==> src/design/lfeba_pkg.sv <==
`default_nettype none
// ----------------------------------------------------------------------------
// lfeba_pkg
// Shared types, register codes and widths of the epipolar binning block.
// ----------------------------------------------------------------------------
package lfeba_pkg;

  localparam int MAX_COLS_DEF = 512;
  localparam int MAX_ROWS_DEF = 64;
  localparam int CHANNELS     = 3;
  localparam int Q_DEPTH      = 4;

  localparam int BIN_W      = 13;
  localparam int NUM_W      = 32;
  localparam int PROD_W     = NUM_W + BIN_W;
  localparam int VAL_W      = 16;
  localparam int SUM_W      = 32;
  localparam int CNT_W      = 16;
  localparam int CFG_IDX_W  = 3;
  localparam int CFG_DATA_W = 32;
  localparam int IN_DATA_W  = 144;
  localparam int OUT_DATA_W = 48;
  localparam int DIV_LO_W   = 16;
  localparam int DIV_STEP_W = 5;

  localparam logic [32:0] DISC_LIMIT = 33'd268435456;

  localparam logic [9:0]  RST_COLS   = 10'd300;
  localparam logic [6:0]  RST_ROWS   = 7'd20;
  localparam logic [3:0]  RST_AXIS   = 4'd12;
  localparam logic [31:0] RST_SENSOR = 32'h1000_1000;
  localparam logic [31:0] RST_XY_RNG = 32'h4000_0000;
  localparam logic [31:0] RST_UV_RNG = 32'h4000_C000;

  typedef enum logic [2:0] {
    REG_COLS, REG_ROWS, REG_AXIS, REG_SENSOR,
    REG_X_RNG, REG_Y_RNG, REG_U_RNG, REG_V_RNG
  } cfg_reg_t;

  typedef enum logic {OP_ACC, OP_READ} op_t;

  typedef enum logic [1:0] {COLOR_R, COLOR_G, COLOR_B, COLOR_ALL} color_t;

  typedef struct packed {
    op_t               op;
    logic              keep;
    logic              rd_hit;
    logic [PROD_W-1:0] prod_c;
    logic [NUM_W-1:0]  den_c;
    logic [PROD_W-1:0] prod_r;
    logic [NUM_W-1:0]  den_r;
    logic [BIN_W-1:0]  n_c;
    logic [BIN_W-1:0]  n_r;
    color_t            color;
    logic [VAL_W-1:0]  val_r;
    logic [VAL_W-1:0]  val_g;
    logic [VAL_W-1:0]  val_b;
    logic [8:0]        rd_col;
    logic [5:0]        rd_row;
  } fe_item_t;

  typedef struct packed {
    logic [CNT_W-1:0] cnt;
    logic [SUM_W-1:0] sum;
  } chan_t;

  typedef enum logic [3:0] {
    BK_CLEAR, BK_IDLE, BK_DIV_COL, BK_DIV_ROW, BK_MEM_RD,
    BK_MEM_UPD, BK_AVG_START, BK_AVG_WAIT, BK_OUT
  } bk_state_t;

endpackage
`default_nettype wire

==> src/design/lfeba_queue.sv <==
`default_nettype none
// ----------------------------------------------------------------------------
// lfeba_queue
// Short FIFO of classified items between the front and the back.
// ----------------------------------------------------------------------------
module lfeba_queue #(
  parameter int DEPTH = lfeba_pkg::Q_DEPTH
) (
  input  wire logic                          clk,
  input  wire logic                          rst_n,
  input  wire logic                          push,
  input  wire lfeba_pkg::fe_item_t           push_item,
  input  wire logic                          pop,
  output lfeba_pkg::fe_item_t                head,
  output logic                               empty,
  output logic [$clog2(DEPTH+1)-1:0]         count
);
  import lfeba_pkg::*;

  localparam int PW = (DEPTH > 1) ? $clog2(DEPTH) : 1;
  localparam int CW = $clog2(DEPTH+1);

  fe_item_t        slot_r [DEPTH];
  logic [PW-1:0]   wr_r, rd_r;
  logic [CW-1:0]   cnt_r;

  always_ff @(posedge clk) begin
    if (!rst_n) begin
      wr_r  <= '0;
      rd_r  <= '0;
      cnt_r <= '0;
    end else begin
      if (push) wr_r <= (wr_r == PW'(DEPTH-1)) ? '0 : wr_r + PW'(1);
      if (pop)  rd_r <= (rd_r == PW'(DEPTH-1)) ? '0 : rd_r + PW'(1);
      cnt_r <= cnt_r + CW'(push) - CW'(pop);
    end
  end

  always_ff @(posedge clk) begin
    if (push) slot_r[wr_r] <= push_item;
  end

  assign head  = slot_r[rd_r];
  assign empty = (cnt_r == '0);
  assign count = cnt_r;

endmodule
`default_nettype wire

==> config.mk <==
export PLATFORM = sky130hd
export DESIGN_NAME = lfeba_queue
export DESIGN_NICKNAME = d
export VERILOG_FILES = /design/src/design/lfeba_pkg.sv /design/src/design/lfeba_queue.sv
export SDC_FILE = /design/constraint.sdc
export NUM_CORES = 1
export LEC_CHECK = 0
export ABC_AREA = 1
export BUFFER_PORTS_ARGS = -buffer_cell sky130_fd_sc_hd__buf_2
export CAP_MARGIN = 15
export CORE_AREA = 2 2 278 280
export DETAILED_ROUTE_END_ITERATION = 16
export DIE_AREA = 0 0 280 282
export PLACE_DENSITY = 0.7
export SLEW_MARGIN = 5
export SYNTH_ARGS = -nofsm -noshare
export SYNTH_HDL_FRONTEND = slang
export SYNTH_SLANG_ARGS = --single-unit
==> constraint.sdc <==
create_clock -name clk -period 14.24 [get_ports clk]
set_clock_uncertainty 0.15 [all_clocks]
set_input_delay 2.136 -clock clk [delete_from_list [all_inputs] [get_ports clk]]
set_output_delay 2.136 -clock clk [all_outputs]
set_load 0.005 [all_outputs]
==> run metrics <==
post-synth cell types=15; top cells by area, synth=edfxtp_1 (76%), inv_1 (4.9%), nand2_1 (4.8%), o211ai_1 (4.7%), a21oi_1 (3.2%); largest family of logic cells by synthesized area=compound AO/OA/AOI/OAI gates; adder-cell share of the synthesized area=less than 1%; Critical Path Source Type=register; Worst Setup End Kind=output port; # DRC=0; die area=about 0.08 mm2; CP required=between 10 and 15 ns; Peak VDD IR=0.113 mV; CTS Buf Count=101; post-CTS resize count=0; root buf cell=clkbuf_16; Hold WC Path Type=reg -> reg; Sinks on Clock Net=1001; floorplan row count=around 100; post-DR wirelength/cell=between 15 and 20 um; Tightest Pin Transition=roughly 1.3 ns; nets@finish=between 3000 and 4000; pwr/cell area=around 140 mW/mm2; Hold Crit Start=rd_r[0]; CTS Hold Bufs=0; GRT Util Overall=around a fifth; largest net degree at the start of global routing=298; share of cells above drive strength 1=a little under a fifth; Power, Total=0.00651 W; Tmin final=about 6.6 ns; Hold Crit Depth=2; final setup violation count=0; Setup TNS=0 ns; cell area after synthesis=between 0.03 and 0.04 mm2; Final Cycle Share=between 40% and 50%; GRT Residual Overflow=0; Final Max Slew Viols=0; final hold vios=0; die height=between 200 and 300 um; internal power=roughly 0.0050 W; R2R cell count=6; antenna violations before repair=32; synth warn=0; Syn-to-layout area delta=16.1%; part of the power in combinational logic=8.6%; Routed WL=78700 um; crit-path cells=buf_4 -> buf_12 -> a21oi_1 -> o21ai_0 -> nand2_1 -> buf_2; Vias/cell=~5.1; worst path arrival time=4.33 ns; drt initial violations=around 1500; Final Util=between 60 and 70%; clk buf depth=3; Initial Utilization=approximately half; Die X=around 280 um; area share of the largest cell type after synthesis=roughly 76%; synthesized flop and latch total=between 1000 and 1500; Clock Latency Late Sink=roughly 0.66 ns; Synth Area in Compound Gates=11.2%; Reg power frac=between 50 and 60%; IO Port Bufs=~500; syn nets=roughly 3200; MaxCap Viol Count=0; register area share after synthesis=roughly 76%; critical path class=reg -> out; via count=around 23000; Fillers=roughly 5700; CP bufs+invs=3; flop2flop setup slack=around 10 ns; Leakage Power=roughly 18 nW; Post-CTS Setup Inserts=0; crit-path max cell delay=1.05 ns; Syn Area/Cell=around 13 um2; first-pass GRT wire length=about 120000 um; critical path's slowest cell=dfxtp_4; cell taking the most area after synthesis=edfxtp_1; Switching Fraction=between 20% and 30%; Worst R2R Start=wr_r[0]; Sw Pwr=0.00148 W; Top Family by Delay on Critical Path=buffers and inverters; status=finished, final reports clean; post-route ant nets=0; post-DP HPWL=~44000 um; Slew HR=around 11%; H-tree levels=3; Placer Congestion=~0.75; Syn Inst Count=between 2000 and 3000; RSZ-0062 raised after global routing=false; CTS tree=done; vias in the first global route=21000; I/O Pins=between 500 and 600; share of total power in the clock network=about two fifths; post-synthesis mux area share=0%; post-synthesis simple-gate area fraction=4.94%; Max Fclk=roughly 150 MHz; CORE AREA=0.0757 mm2; clock slew at reported path FFs=approximately 0.060 ns; worst reg2reg path endpoint=slot_r[3][193]; CP Max Fanout=between 200 and 300; xor and xnor area share after synthesis=0%; Initial DRT Pass Iterations=5
==> worst max-delay path by stage <==
stage	cells past startpoint	endpoint	from
finish	6	head[169]	register
global route	6	head[133]	register
CTS	6	head[194]	register
detailed placement	6	slot_r[3][182]	push
global placement	6	slot_r[3][197]	push
floorplan	2	slot_r[3][0]	push
==> cell usage in the layout, fill, tap and decap left out, types with 2 or more instances in the layout <==
| cell | n |
|---|---|
| edfxtp_1 | 992 |
| inv_1 | 507 |
| nand2_1 | 506 |
| buf_2 | 503 |
| a21oi_1 | 251 |
| o21ai_0 | 251 |
| o211ai_1 | 248 |
| clkbuf_16 | 101 |
| clkinv_1 | 28 |
| clkbuf_1 | 24 |
| diode_2 | 15 |
| clkinv_2 | 13 |
| nor2_1 | 9 |
| buf_4 | 9 |
| bufinv_16 | 8 |
| ha_1 | 7 |
| dfxtp_1 | 7 |
| buf_12 | 6 |
| inv_8 | 4 |
| clkinv_16 | 4 |
| inv_6 | 3 |
| dfxtp_4 | 2 |
| clkinv_4 | 2 |
==> state kept, by name, summed over array words and instances, names as in the netlist, named ones only <==
signal / flops
slot_r: 992
wr_r: 2
rd_r: 2
count: 3
==> cells by family (layout without fill, tap and decap cells) <==
| family | count (synthesis) | in the layout |
|---|---|---|
| AND/OR/NAND/NOR | 516 | 516 |
| buffers and inverters | 676 | 1214 |
| flip-flops | 1001 | 1001 |
| other | 0 | 15 |
| adder cells (fa/ha/maj) | 8 | 8 |
| AO/OA/AOI/OAI | 750 | 750 |
==> per-stage QoR <==
| stage | std cells | hold WS [ns] | cell area [um2] | worst slack [ns] |
|---|---|---|---|---|
| finish | 4482 | 0.366 | 45500 | 7.62 |
| global route | 4480 | 0.401 | 45500 | 7.24 |
| floorplan | 2951 | 0.319 | 39200 | 6.56 |
| CTS | 4467 | 0.364 | 45500 | 7.65 |
| global placement | 4282 | 0.335 | 42300 | 8.11 |
| detailed placement | 4282 | 0.356 | 42300 | 8.12 |
==> power groups by stage <==
stage | Sequential [W] | Combinational (W) | Clock (W)
after floorplan | 0.00349 | 0.000318 | 0
after global placement | 0.00348 | 0.000560 | 0
after detailed placement | 0.00348 | 0.000570 | 0
after CTS | 0.00342 | 0.000574 | 0.00258
after global routing | 0.00343 | 0.000631 | 0.00270
final | 0.00342 | 0.000563 | 0.00253
==> layer usage <==
layer	track usage [%]	routed length, um	share of wire (%)
met1	22.8	31000	39
met2	32.3	39400	50
met3	6.01	5730	7.3
met4	7.06	2320	2.9
met5	0	199	0.25
==> cell usage after synthesis <==
library cell	number
dfxtp_1	9
nand2_1	506
buf_2	124
edfxtp_1	992
nor2_1	9
buf_6	9
ha_1	7
fa_1	1
a21oi_1	251
nand3_1	1
o211ai_1	248
buf_4	21
clkbuf_1	11
o21ai_0	251
inv_1	511
==> layout make-up <==
class,instances,area (um2),share of cell area [%]
Timing Repair Buffer,518,2710,5.94
Sequential cell,1001,30000,65.8
Antenna cell,15,37.5,0.0824
Multi-Input combinational cell,1274,6420,14.1
Clock inverter,60,598,1.31
Clock buffer,125,2620,5.75
Tap cell,978,1220,2.69
Inverter,511,1950,4.28
==> tightest hold or removal path, cell delays in order (launching register included) <==
cell	delay (ns)
dfxtp_1	0.33
nand2_1	0.07
a21oi_1	0.08
(Power assumes the default switching activity.)
